`config.mk`:
```
export PLATFORM = sky130hd
export DESIGN_NAME = sparse_vector_store_dot_add_top
export DESIGN_NICKNAME = d
export VERILOG_FILES = /design/src/design/svsd_pkg.sv /design/src/design/sparse_vector_store_dot_add_top.sv
export SDC_FILE = /design/constraint.sdc
export NUM_CORES = 2
export LEC_CHECK = 0
export CORE_ASPECT_RATIO = 1.5
export CORE_UTILIZATION = 40
export CTS_BUF_LIST = sky130_fd_sc_hd__clkbuf_16
export CTS_CLUSTER_SIZE = 12
export DETAILED_ROUTE_END_ITERATION = 16
export DONT_BUFFER_PORTS = 1
export PLACE_DENSITY = 0.66
export SYNTH_ARGS = -nofsm -noshare
export SYNTH_HDL_FRONTEND = slang
export SYNTH_SLANG_ARGS = --single-unit
```
`constraint.sdc`:
```
create_clock -name clk -period 9.9 [get_ports clk]
set_input_delay 0.99 -clock clk [delete_from_list [all_inputs] [get_ports clk]]
set_output_delay 0.99 -clock clk [all_outputs]
set_load 0.02 [all_outputs]
```
`src/design/svsd_pkg.sv`:
```
// shared constants and types for the sparse vector store
package svsd_pkg;

    localparam int CAPACITY = 16;
    localparam int POS_BITS = 16;
    localparam int IDX_W    = $clog2(CAPACITY);
    localparam int CNT_W    = $clog2(CAPACITY + 1);

    localparam logic [1:0] ACT_SET = 2'd0;
    localparam logic [1:0] ACT_GET = 2'd1;
    localparam logic [1:0] ACT_DOT = 2'd2;
    localparam logic [1:0] ACT_ADD = 2'd3;

    localparam logic [1:0] ST_OK    = 2'd0;
    localparam logic [1:0] ST_FULL  = 2'd1;
    localparam logic [1:0] ST_EMPTY = 2'd2;

    typedef struct packed {
        logic [POS_BITS-1:0] pos;
        logic [31:0]         val;
    } entry_t;

endpackage

```
`src/design/sparse_vector_store_dot_add_top.sv`:
```
// sparse vector store with element set/get, dot product and vector add
//
//  channel | signals                                         | direction
//  in      | in_valid, in_stall, action, vector_sel,          | request in
//          | position, value                                 |
//  out     | out_valid, out_stall, status, result_position,   | results out
//          | result_value, last                              |
//
// one request at a time; each table step is a read state then an evaluate state
// on a memory with registered read data:
// set/get scan entries in order, insert or delete shift each moved entry,
// dot and add merge both tables; dot accumulates on matches, add waits on outputs.
// reset clears the counts and control; table contents stay undefined.
// a stalled output holds the state machine in its output state.
module sparse_vector_store_dot_add_top (
    input  logic                clk,
    input  logic                rst_n,
    input  logic                in_valid,
    output logic                in_stall,
    input  logic [1:0]          action,
    input  logic                vector_sel,
    input  logic [15:0]         position,
    input  logic signed [31:0]  value,
    output logic                out_valid,
    input  logic                out_stall,
    output logic [1:0]          status,
    output logic [15:0]         result_position,
    output logic signed [31:0]  result_value,
    output logic                last
);

    localparam int PW = svsd_pkg::POS_BITS;
    localparam int CW = svsd_pkg::CNT_W;
    localparam int IW = svsd_pkg::IDX_W;

    localparam logic [3:0] S_IDLE  = 4'd0;
    localparam logic [3:0] S_SCAN  = 4'd1;
    localparam logic [3:0] S_SCANW = 4'd2;
    localparam logic [3:0] S_DEC   = 4'd3;
    localparam logic [3:0] S_DL    = 4'd4;
    localparam logic [3:0] S_DLW   = 4'd5;
    localparam logic [3:0] S_IN    = 4'd6;
    localparam logic [3:0] S_INW   = 4'd7;
    localparam logic [3:0] S_DOT   = 4'd8;
    localparam logic [3:0] S_DOTW  = 4'd9;
    localparam logic [3:0] S_DOTM  = 4'd10;
    localparam logic [3:0] S_ADD   = 4'd11;
    localparam logic [3:0] S_ADDW  = 4'd12;
    localparam logic [3:0] S_OUT   = 4'd13;

    svsd_pkg::entry_t mem_a [svsd_pkg::CAPACITY];
    svsd_pkg::entry_t mem_b [svsd_pkg::CAPACITY];
    svsd_pkg::entry_t rd_a, rd_b, rd_s, wd;
    logic [IW-1:0]    ra_a, ra_b, wa;
    logic             we_a, we_b;

    logic [3:0]    state_reg, state_next, ret_reg, ret_next;
    logic [1:0]    op_reg, op_next;
    logic          sel_reg, sel_next;
    logic [PW-1:0] p_reg, p_next;
    logic [31:0]   v_reg, v_next;
    logic [CW-1:0] cnt_a_reg, cnt_a_next, cnt_b_reg, cnt_b_next;
    logic [CW-1:0] ia_reg, ia_next, ib_reg, ib_next;
    logic [CW-1:0] idx_reg, idx_next, ins_reg, ins_next;
    logic          hit_reg, hit_next;
    logic [31:0]   hval_reg, hval_next;
    logic [31:0]   acc_reg, acc_next, prod_reg, prod_next;
    logic          pend_reg, pend_next;
    logic [PW-1:0] pend_pos_reg, pend_pos_next;
    logic [31:0]   pend_val_reg, pend_val_next;
    logic [1:0]    res_st_reg, res_st_next;
    logic [15:0]   res_pos_reg, res_pos_next;
    logic [31:0]   res_val_reg, res_val_next;
    logic          res_last_reg, res_last_next;
    logic          out_valid_reg, out_valid_next;
    logic [1:0]    status_reg, status_next;
    logic [15:0]   rpos_reg, rpos_next;
    logic [31:0]   rval_reg, rval_next;
    logic          last_reg, last_next;

    logic [CW-1:0] n_sel;
    logic [31:0]   p_ext, pin_ext, apos_ext, s_sum;
    logic [PW-1:0] pick;
    logic          va_ok, vb_ok, slot_free;

    always_ff @(posedge clk)
    begin
        if (we_a)
        begin
            mem_a[wa] <= wd;
        end
        if (we_b)
        begin
            mem_b[wa] <= wd;
        end
        rd_a <= mem_a[ra_a];
        rd_b <= mem_b[ra_b];
    end

    assign rd_s      = sel_reg ? rd_b : rd_a;
    assign n_sel     = sel_reg ? cnt_b_reg : cnt_a_reg;
    assign p_ext     = 32'(p_reg);
    assign pin_ext   = 32'(position);
    assign slot_free = !out_valid_reg || !out_stall;
    assign va_ok     = ia_reg < cnt_a_reg;
    assign vb_ok     = ib_reg < cnt_b_reg;
    assign pick      = (!vb_ok || (va_ok && rd_a.pos <= rd_b.pos)) ? rd_a.pos : rd_b.pos;
    assign s_sum     = ((va_ok && rd_a.pos == pick) ? rd_a.val : 32'd0)
                     + ((vb_ok && rd_b.pos == pick) ? rd_b.val : 32'd0);
    assign apos_ext  = 32'(pend_pos_reg);

    always_comb
    begin
        state_next    = state_reg;
        ret_next      = ret_reg;
        op_next       = op_reg;
        sel_next      = sel_reg;
        p_next        = p_reg;
        v_next        = v_reg;
        cnt_a_next    = cnt_a_reg;
        cnt_b_next    = cnt_b_reg;
        ia_next       = ia_reg;
        ib_next       = ib_reg;
        idx_next      = idx_reg;
        ins_next      = ins_reg;
        hit_next      = hit_reg;
        hval_next     = hval_reg;
        acc_next      = acc_reg;
        prod_next     = prod_reg;
        pend_next     = pend_reg;
        pend_pos_next = pend_pos_reg;
        pend_val_next = pend_val_reg;
        res_st_next   = res_st_reg;
        res_pos_next  = res_pos_reg;
        res_val_next  = res_val_reg;
        res_last_next = res_last_reg;
        out_valid_next = out_valid_reg && out_stall;
        status_next   = status_reg;
        rpos_next     = rpos_reg;
        rval_next     = rval_reg;
        last_next     = last_reg;
        ra_a = ia_reg[IW-1:0];
        ra_b = ib_reg[IW-1:0];
        wa   = idx_reg[IW-1:0];
        wd   = rd_s;
        we_a = 1'b0;
        we_b = 1'b0;

        case (state_reg)
            S_IDLE:
            begin
                if (in_valid)
                begin
                    op_next  = action;
                    sel_next = vector_sel;
                    p_next   = pin_ext[PW-1:0];
                    v_next   = $unsigned(value);
                    idx_next = '0;
                    ia_next  = '0;
                    ib_next  = '0;
                    acc_next = '0;
                    pend_next = 1'b0;
                    case (action)
                        svsd_pkg::ACT_DOT: state_next = S_DOT;
                        svsd_pkg::ACT_ADD: state_next = S_ADD;
                        default:           state_next = S_SCAN;
                    endcase
                end
            end
            S_SCAN:
            begin
                ra_a = idx_reg[IW-1:0];
                ra_b = idx_reg[IW-1:0];
                if (idx_reg >= n_sel)
                begin
                    hit_next   = 1'b0;
                    state_next = S_DEC;
                end
                else
                begin
                    state_next = S_SCANW;
                end
            end
            S_SCANW:
            begin
                if (rd_s.pos >= p_reg)
                begin
                    hit_next   = rd_s.pos == p_reg;
                    hval_next  = rd_s.val;
                    state_next = S_DEC;
                end
                else
                begin
                    idx_next   = idx_reg + 1'b1;
                    state_next = S_SCAN;
                end
            end
            S_DEC:
            begin
                ins_next      = idx_reg;
                res_pos_next  = p_ext[15:0];
                res_val_next  = '0;
                res_st_next   = svsd_pkg::ST_OK;
                res_last_next = 1'b1;
                ret_next      = S_IDLE;
                state_next    = S_OUT;
                if (op_reg == svsd_pkg::ACT_GET)
                begin
                    res_val_next = hit_reg ? hval_reg : 32'd0;
                end
                else if (hit_reg && v_reg != 32'd0)
                begin
                    wa   = idx_reg[IW-1:0];
                    wd   = '{pos: p_reg, val: v_reg};
                    we_a = !sel_reg;
                    we_b = sel_reg;
                end
                else if (hit_reg)
                begin
                    state_next = S_DL;
                end
                else if (v_reg == 32'd0)
                begin
                    // deleting an absent element is a no-op
                end
                else if (n_sel >= CW'(svsd_pkg::CAPACITY))
                begin
                    res_st_next = svsd_pkg::ST_FULL;
                end
                else
                begin
                    idx_next   = n_sel;
                    state_next = S_IN;
                end
            end
            S_DL:
            begin
                ra_a = IW'(idx_reg + 1'b1);
                ra_b = IW'(idx_reg + 1'b1);
                if (idx_reg + 1'b1 < n_sel)
                begin
                    state_next = S_DLW;
                end
                else
                begin
                    if (sel_reg)
                        cnt_b_next = cnt_b_reg - 1'b1;
                    else
                        cnt_a_next = cnt_a_reg - 1'b1;
                    state_next = S_OUT;
                end
            end
            S_DLW:
            begin
                wa       = idx_reg[IW-1:0];
                we_a     = !sel_reg;
                we_b     = sel_reg;
                idx_next = idx_reg + 1'b1;
                state_next = S_DL;
            end
            S_IN:
            begin
                ra_a = IW'(idx_reg - 1'b1);
                ra_b = IW'(idx_reg - 1'b1);
                if (idx_reg > ins_reg)
                begin
                    state_next = S_INW;
                end
                else
                begin
                    wa   = ins_reg[IW-1:0];
                    wd   = '{pos: p_reg, val: v_reg};
                    we_a = !sel_reg;
                    we_b = sel_reg;
                    if (sel_reg)
                        cnt_b_next = cnt_b_reg + 1'b1;
                    else
                        cnt_a_next = cnt_a_reg + 1'b1;
                    state_next = S_OUT;
                end
            end
            S_INW:
            begin
                wa       = idx_reg[IW-1:0];
                we_a     = !sel_reg;
                we_b     = sel_reg;
                idx_next = idx_reg - 1'b1;
                state_next = S_IN;
            end
            S_DOT:
            begin
                if (va_ok && vb_ok)
                begin
                    state_next = S_DOTW;
                end
                else
                begin
                    res_st_next   = svsd_pkg::ST_OK;
                    res_pos_next  = '0;
                    res_val_next  = acc_reg;
                    res_last_next = 1'b1;
                    ret_next      = S_IDLE;
                    state_next    = S_OUT;
                end
            end
            S_DOTW:
            begin
                if (rd_a.pos == rd_b.pos)
                begin
                    prod_next  = rd_a.val * rd_b.val;
                    ia_next    = ia_reg + 1'b1;
                    ib_next    = ib_reg + 1'b1;
                    state_next = S_DOTM;
                end
                else if (rd_a.pos > rd_b.pos)
                begin
                    ib_next    = ib_reg + 1'b1;
                    state_next = S_DOT;
                end
                else
                begin
                    ia_next    = ia_reg + 1'b1;
                    state_next = S_DOT;
                end
            end
            S_DOTM:
            begin
                acc_next   = acc_reg + prod_reg;
                state_next = S_DOT;
            end
            S_ADD:
            begin
                if (va_ok || vb_ok)
                begin
                    state_next = S_ADDW;
                end
                else
                begin
                    res_st_next   = pend_reg ? svsd_pkg::ST_OK : svsd_pkg::ST_EMPTY;
                    res_pos_next  = pend_reg ? apos_ext[15:0] : 16'd0;
                    res_val_next  = pend_reg ? pend_val_reg : 32'd0;
                    res_last_next = 1'b1;
                    ret_next      = S_IDLE;
                    state_next    = S_OUT;
                end
            end
            S_ADDW:
            begin
                if (va_ok && rd_a.pos == pick)
                    ia_next = ia_reg + 1'b1;
                if (vb_ok && rd_b.pos == pick)
                    ib_next = ib_reg + 1'b1;
                state_next = S_ADD;
                if (s_sum != 32'd0)
                begin
                    // hold one sum back so the final one can carry last
                    if (pend_reg)
                    begin
                        res_st_next   = svsd_pkg::ST_OK;
                        res_pos_next  = apos_ext[15:0];
                        res_val_next  = pend_val_reg;
                        res_last_next = 1'b0;
                        ret_next      = S_ADD;
                        state_next    = S_OUT;
                    end
                    pend_next     = 1'b1;
                    pend_pos_next = pick;
                    pend_val_next = s_sum;
                end
            end
            S_OUT:
            begin
                if (slot_free)
                begin
                    out_valid_next = 1'b1;
                    status_next    = res_st_reg;
                    rpos_next      = res_pos_reg;
                    rval_next      = res_val_reg;
                    last_next      = res_last_reg;
                    state_next     = ret_reg;
                end
            end
            default:
            begin
                state_next = S_IDLE;
            end
        endcase
    end

    always_ff @(posedge clk or negedge rst_n)
    begin
        if (!rst_n)
        begin
            state_reg     <= S_IDLE;
            ret_reg       <= S_IDLE;
            cnt_a_reg     <= '0;
            cnt_b_reg     <= '0;
            pend_reg      <= 1'b0;
            out_valid_reg <= 1'b0;
        end
        else
        begin
            state_reg     <= state_next;
            ret_reg       <= ret_next;
            cnt_a_reg     <= cnt_a_next;
            cnt_b_reg     <= cnt_b_next;
            pend_reg      <= pend_next;
            out_valid_reg <= out_valid_next;
        end
    end

    always_ff @(posedge clk)
    begin
        op_reg       <= op_next;
        sel_reg      <= sel_next;
        p_reg        <= p_next;
        v_reg        <= v_next;
        ia_reg       <= ia_next;
        ib_reg       <= ib_next;
        idx_reg      <= idx_next;
        ins_reg      <= ins_next;
        hit_reg      <= hit_next;
        hval_reg     <= hval_next;
        acc_reg      <= acc_next;
        prod_reg     <= prod_next;
        pend_pos_reg <= pend_pos_next;
        pend_val_reg <= pend_val_next;
        res_st_reg   <= res_st_next;
        res_pos_reg  <= res_pos_next;
        res_val_reg  <= res_val_next;
        res_last_reg <= res_last_next;
        status_reg   <= status_next;
        rpos_reg     <= rpos_next;
        rval_reg     <= rval_next;
        last_reg     <= last_next;
    end

    assign in_stall        = state_reg != S_IDLE;
    assign out_valid       = out_valid_reg;
    assign status          = status_reg;
    assign result_position = rpos_reg;
    assign result_value    = $signed(rval_reg);
    assign last            = last_reg;

`ifndef SYNTH
    a_cnt_a_bound: assert property (@(posedge clk) disable iff (!rst_n)
        cnt_a_reg <= CW'(svsd_pkg::CAPACITY))
        else $error("count of table a beyond capacity");
    a_cnt_b_bound: assert property (@(posedge clk) disable iff (!rst_n)
        cnt_b_reg <= CW'(svsd_pkg::CAPACITY))
        else $error("count of table b beyond capacity");
    a_busy_after_accept: assert property (@(posedge clk) disable iff (!rst_n)
        (in_valid && !in_stall) |=> state_reg != S_IDLE)
        else $error("request accepted but block not busy");
    a_one_table_write: assert property (@(posedge clk) disable iff (!rst_n)
        !(we_a && we_b))
        else $error("both tables written in one cycle");
`endif

endmodule
```
Yosys cells after proc, flatten, opt, wreduce, memory -nomap -nowiden
Memory sizes are Yosys's and may differ from the RTL's. A register that Yosys moved wholly into a read port is not among the register bits.
Index checks and enable logic that the tools add are counted.
{"block": "word_totals", "n_memories": 2, "ram_bits": 1536, "ff_bits": 338}
{"block": "op_classes", "n_lt_le_gt_ge": 9, "addsub": 10, "n_mux": 114, "n_reduce_logical": 41, "eq_ne": 44, "n_mul": 1}
{"memory": "mem_a", "depth": 16, "width": 48, "read_ports": 1, "rd_ports_with_merged_regs": 1, "write_ports": 1, "line": "sparse_vector_store_dot_add_top.sv:51", "text": "svsd_pkg::entry_t mem_a [svsd_pkg::CAPACITY];"}
{"memory": "mem_b", "depth": 16, "width": 48, "read_ports": 1, "rd_ports_with_merged_regs": 1, "write_ports": 1, "line": "sparse_vector_store_dot_add_top.sv:52", "text": "svsd_pkg::entry_t mem_b [svsd_pkg::CAPACITY];"}
{"op": "$mux W32", "count": 10}
{"op": "$mux W48", "count": 4}
{"op": "$pmux W32 S4", "count": 1}
{"op": "$mux W5", "count": 22}
{"op": "$mux W16", "count": 6}
{"op": "$pmux W48 S2", "count": 1}
{"op": "$add A32 B32 Y32", "count": 2}
{"op": "$eq A16 B16 Y1", "count": 4}
{"op": "$pmux W16 S4", "count": 1}
{"op": "$pmux W32 S2", "count": 1}
{"op": "$reduce_bool A32 Y1", "count": 2}
{"op": "$mux W4", "count": 15}
{"op": "$pmux W4 S14", "count": 1}
{"op": "$ne A2 B2 Y1 const B", "count": 22}
{"op": "$logic_not A32 Y1", "count": 1}
{"op": "$mul A32 B32 Y32", "count": 1}
{"op": "$pmux W5 S3", "count": 2}
{"op": "$mux W1", "count": 27}
{"op": "$add A5 B1 Y5 const B", "count": 5}
{"op": "$pmux W5 S5", "count": 1}
{"op": "$eq A4 B4 Y1 const B", "count": 6}
{"op": "$pmux W4 S3", "count": 2}
{"op": "$pmux W5 S2", "count": 2}
{"op": "$eq A4 B3 Y1 const B", "count": 4}
{"op": "35 further kinds", "count": 76}

Logic depth before layout (Yosys ltp)
{"block": "logic_depth", "depth_word": 11, "depth_mapped": 28, "ltp_nobuf": 27}

Worst setup path after synthesis
OpenSTA, ideal clock, no wires.
{"block": "synth_path", "path_type": "register to register", "from": "register, netlist name rd_b[41]", "to": "register res_last_reg, enable pin", "path_stages_with_launch": 24, "required_time_ns": 9.424, "path_slack_ns": 1.856, "arrival_ns": 7.567, "setup_time_ns": 0.476, "cell_sequence": "dfxtp_1 -> inv_1 -> ha_1 -> nand4_1 -> or2_2 -> a311o_1 -> a311o_1 -> nand2_1 -> o21ai_1 -> a21boi_0 -> clkbuf_1 -> and2_1 -> ha_1 -> fa_1 -> a211oi_1 -> o21ai_2 -> a31oi_4 -> o311a_1 -> nor4_1 -> o21ai_0 -> a31o_2 -> xnor2_1 -> a2111oi_4 -> a21oi_1"}
{"block": "synth_between", "elab_chain_len": 11}
{"item": "$le A16 B16 Y1", "line": "sparse_vector_store_dot_add_top.sv:107", "text": "assign pick = (!vb_ok || (va_ok && rd_a.pos <= rd_b.pos)) ? rd_a.pos : rd_b.pos;"}
{"item": "$logic_and A1 B1 Y1", "line": "sparse_vector_store_dot_add_top.sv:107"}
{"item": "$logic_or A1 B1 Y1", "line": "sparse_vector_store_dot_add_top.sv:107"}
{"item": "$mux W16", "line": "sparse_vector_store_dot_add_top.sv:107"}
{"item": "$eq A16 B16 Y1 (on tied branches)", "line": "sparse_vector_store_dot_add_top.sv:108, sparse_vector_store_dot_add_top.sv:109"}
{"item": "$logic_and A1 B1 Y1 (on tied branches)", "line": "sparse_vector_store_dot_add_top.sv:108, sparse_vector_store_dot_add_top.sv:109"}
{"item": "$mux W32 (on tied branches)", "line": "sparse_vector_store_dot_add_top.sv:108, sparse_vector_store_dot_add_top.sv:109"}
{"item": "$add A32 B32 Y32 (*)", "line": "sparse_vector_store_dot_add_top.sv:109", "text": "+ ((vb_ok && rd_b.pos == pick) ? rd_b.val : 32'd0);"}
{"item": "via s_sum[28]", "line": "sparse_vector_store_dot_add_top.sv:82", "text": "logic [31:0] p_ext, pin_ext, apos_ext, s_sum;"}
{"item": "$reduce_bool A32 Y1 (*)", "line": "sparse_vector_store_dot_add_top.sv:354", "text": "if (s_sum != 32'd0)"}
{"item": "$ne A2 B2 Y1 (no line) (*)"}
{"item": "$reduce_and A5 Y1 (no line) (*)"}
{"item": "end signal, assigned", "line": "sparse_vector_store_dot_add_top.sv:431", "text": "res_last_reg <= res_last_next;"}
{"item": "end, declared", "line": "sparse_vector_store_dot_add_top.sv:74", "text": "logic res_last_reg, res_last_next;"}
The timed path passes the listed nets; every way through them passes the cells marked *.
A chain may end at the register's enable or synchronous reset.

Worst setup path in the final report
{"block": "layout_path", "from": "register, netlist name rd_b[6]", "to": "register prod_reg[31], data pin"}
{"block": "layout_between", "elab_chain_len": 1}
{"item": "$mul A32 B32 Y32", "line": "sparse_vector_store_dot_add_top.sv:310", "text": "prod_next = rd_a.val * rd_b.val;"}
{"item": "end signal, assigned", "line": "sparse_vector_store_dot_add_top.sv:425", "text": "prod_reg <= prod_next;"}
{"item": "end, declared", "line": "sparse_vector_store_dot_add_top.sv:67", "text": "logic [31:0] acc_reg, acc_next, prod_reg, prod_next;"}
Every way passes these cells.

==> impl_metrics.yaml <==
clock_network:
  cts_buffer_depth: 4
  worstSkewPairLatency_ns: 0.85
  cts_buffers: 196
  cts.sinks: 1967
  cts-root-buf: "clkbuf_16"
  clk_pin_slew_worst_paths_ns: 0.07
  cts-htree-levels: 4
  post_cts_buffers: 0
  post_cts_resized: 0
  cts_tree: "yes"
sta:
  clock_skew_ns: 0.05376
  relSlewSlack_pct: 9.759
  final-max-slew-violation-count: 0
  worstMarginPinSlew_ns: 1.350
  fin_setup_tns_ns: 0
  finalCriticalPeriod_ns: 7.842
  fmax_mhz: 127.5
  finalHoldViolCount: 0
  finalSetupViolations: 0
  post-route-period-util_pct: 79.21
  rsz0062_at_grt: "no"
routing:
  wl_per_cell_um: 24.96
  drt_iter0_markers: 5448
  vias: 59410
  firstDrtPassIters: 10
  avgViaCountPerCell: 5.591
  routed_wl_mm: 265.2
  ant_nets: 0
  drc: 0
logic_synthesis:
  synthTopCellsByArea: "edfxtp_1, fa_1, a211oi_1"
  synth_top_area_cell: "edfxtp_1"
  synth_nets: 8089
  synthFlopType: "edfxtp_1"
  synth_enable_flop_cells: 1854
  netlist.area_leader.share_pct: 57.06
  synth_commonest_cells: "edfxtp_1, a211oi_1, inv_1"
  ys_ff_latch: 1967
  synthArstFlopShare_pct: 0.8643
  yosysSeqAreaShare_pct: 59.46
  yosysMostFrequentCell: "edfxtp_1"
  synth_area_um2: 97570
  yosys_warnings: 0
  yosysUniqueCellTypes: 83
  syn_avg_cell_area_um2: 13.24
  synth_cells: 7372
grt:
  grt_max_degree: 208
  grt_pass1_vias: 60040
  antenna_found_initial: 10
  grt_pass1_wl_mm: 389.4
  gr-total-overflow: 0
  grt_usage_pct: 21.32
layout:
  reg.largest.list: "mem_a: 768 flops, mem_b: 768 flops"
  drive_gt1_share_pct: 6.740
  fillers: 21420
  final_cell_count_no_fill: 10630
  areaGrowthSynthToFinish_pct: 9.693
  nets: 7988
setup_path:
  end_kind: "flop"
  critPathLaunchType: "flop"
  arrival_ns: 8.42
  required_ns: 10.48
  crit_type: "reg2reg"
  critPathMaxFanout: 17
floorplanning:
  start_util_pct: 40.33
  die_area_um2: 246000
  ios: 108
  num_rows: 221
  core_area_um2: 242000
  die_y_um: 606.9
  die_w_um: 405.3
placement:
  dp_hpwl_mm: 172.2
  io_buffers: 0
  place.gp.congestion: 0.9435
  place_inst: 10310
flow_run:
  drv_cap: 0
outcome:
  status: "completed"
min_path:
  min_path_type: "in2reg"
## metrics by stage
stage | worst slack (ns) | hold slack, ns | utilization (%) | cell area (µm²)
global placement | 2.152 | 0.4032 | 41.97 | 101500
finish | 2.058 | 0.2393 | 44.24 | 107000
global route | 1.715 | 0.2237 | 44.23 | 107000
detailed placement | 2.126 | 0.4045 | 41.97 | 101500
floorplan | 1.856 | 0.4003 | - | 97570
CTS | 2.044 | 0.2023 | 44.23 | 107000
## worst paths after layout
path                                           from                   endpoint  slack, ns  cells after the start
max                                 rd_b[6]$_DFF_P_     prod_reg[31]$_DFFE_PP_       2.06                     25
min                                       value[16]        v_reg[16]$_DFFE_PP_       0.24                      0
max reg2reg                         rd_b[6]$_DFF_P_     prod_reg[31]$_DFFE_PP_       2.06                     25
min reg2reg                res_val_reg[4]$_DFFE_PP_  result_value[4]$_DFFE_PP_       0.42                      0
max in group asynchronous                     rst_n   cnt_a_reg[4]$_DFFE_PN0P_       8.56                      1
min in group asynchronous                     rst_n   state_reg[0]$_DFFE_PN0P_       0.74                      1
## metal layers
metal  share of wire (%)  routed length [µm]  up-vias  track usage (%)
li1                    -                   -    26410                -
met1                  38              101100    30240            25.52
met2                  51              135200     2143            37.95
met3                 6.1               16070      620            2.679
met4                 4.8               12840        0            9.857
met5                   0                   0        -                0
## worst max-delay path, stage by stage (launching register included)
cell,delay [ns]
dfxtp_1,1.00
buf_4,0.39
nand2_1,0.10
fa_1,0.53
inv_1,0.05
fa_1,0.50
inv_1,0.06
fa_1,0.50
inv_1,0.06
fa_1,0.45
ha_1,0.29
ha_1,0.28
inv_1,0.04
fa_1,0.45
fa_1,0.50
inv_1,0.04
ha_1,0.24
nor3_1,0.25
a21oi_1,0.11
and3_1,0.24
o31a_1,0.34
o21ai_0,0.59
o211a_1,0.27
o21bai_1,0.07
a21oi_1,0.17
xnor2_1,0.08
## kinds of logic (layout without fill, tap and decap cells)
| logic type | Yosys count | in the layout | synth area share [%] |
|---|---|---|---|
| DFF | 1967 | 1967 | 59.46 |
| buffers and inverters | 1068 | 1085 | 4.142 |
| AOI/OAI and AO/OA | 1509 | 1509 | 10.34 |
| xor gates and xnor gates | 177 | 177 | 1.589 |
| adders and majority gates | 662 | 662 | 11.66 |
| and+or+nand+nor | 1529 | 1529 | 8.003 |
| muxes | 460 | 460 | 4.802 |
| other | 0 | 3 | 0 |
## final cells by class
class	instances	area (µm²)	area share [%]
sequential	1967	58020	54.21
clock inverter	117	485.5	0.4536
antenna	3	7.507	0.007014
tap	3233	4045	3.779
clock buffer	199	4980	4.653
inverter	625	2346	2.192
timing repair buffer	144	1234	1.153
multi-input combinational	4337	35910	33.55
## placed cells by master, fill, tap and decap left out, drive strengths merged, types with 8 or more instances in the layout
master / synthesis / layout
a21o: 47 / 47
o21bai: 14 / 14
fa: 412 / 412
mux2i: 395 / 395
nor3b: 8 / 8
a31oi: 14 / 14
nor3: 25 / 25
edfxtp: 1854 / 1854
o21ai: 91 / 91
o21a: 29 / 29
mux2: 65 / 65
xor2: 64 / 64
a211oi: 684 / 684
a21oi: 500 / 500
buf: 67 / 143
and3: 9 / 9
nand2b: 53 / 53
nand2: 506 / 506
and2: 210 / 210
dfxtp: 96 / 96
xnor2: 113 / 113
dfrtp: 17 / 17
inv: 624 / 724
nor2: 180 / 180
a222oi: 32 / 32
nand4: 17 / 17
ha: 250 / 250
nor4: 19 / 19
a22o: 16 / 16
nand3: 63 / 63
clkbuf: 376 / 199
nor2b: 404 / 404
or2: 8 / 8
clkinv: 1 / 11
## what timing repair did
item,4_1_cts,5_1_grt
hold endpoints to repair,17,0
setup endpoints to repair,0,0
hold buffers,1,0
Power is left out: the tool's default activity adds up to more than one toggle a clock period on the data nets, which glitch-free logic cannot reach.
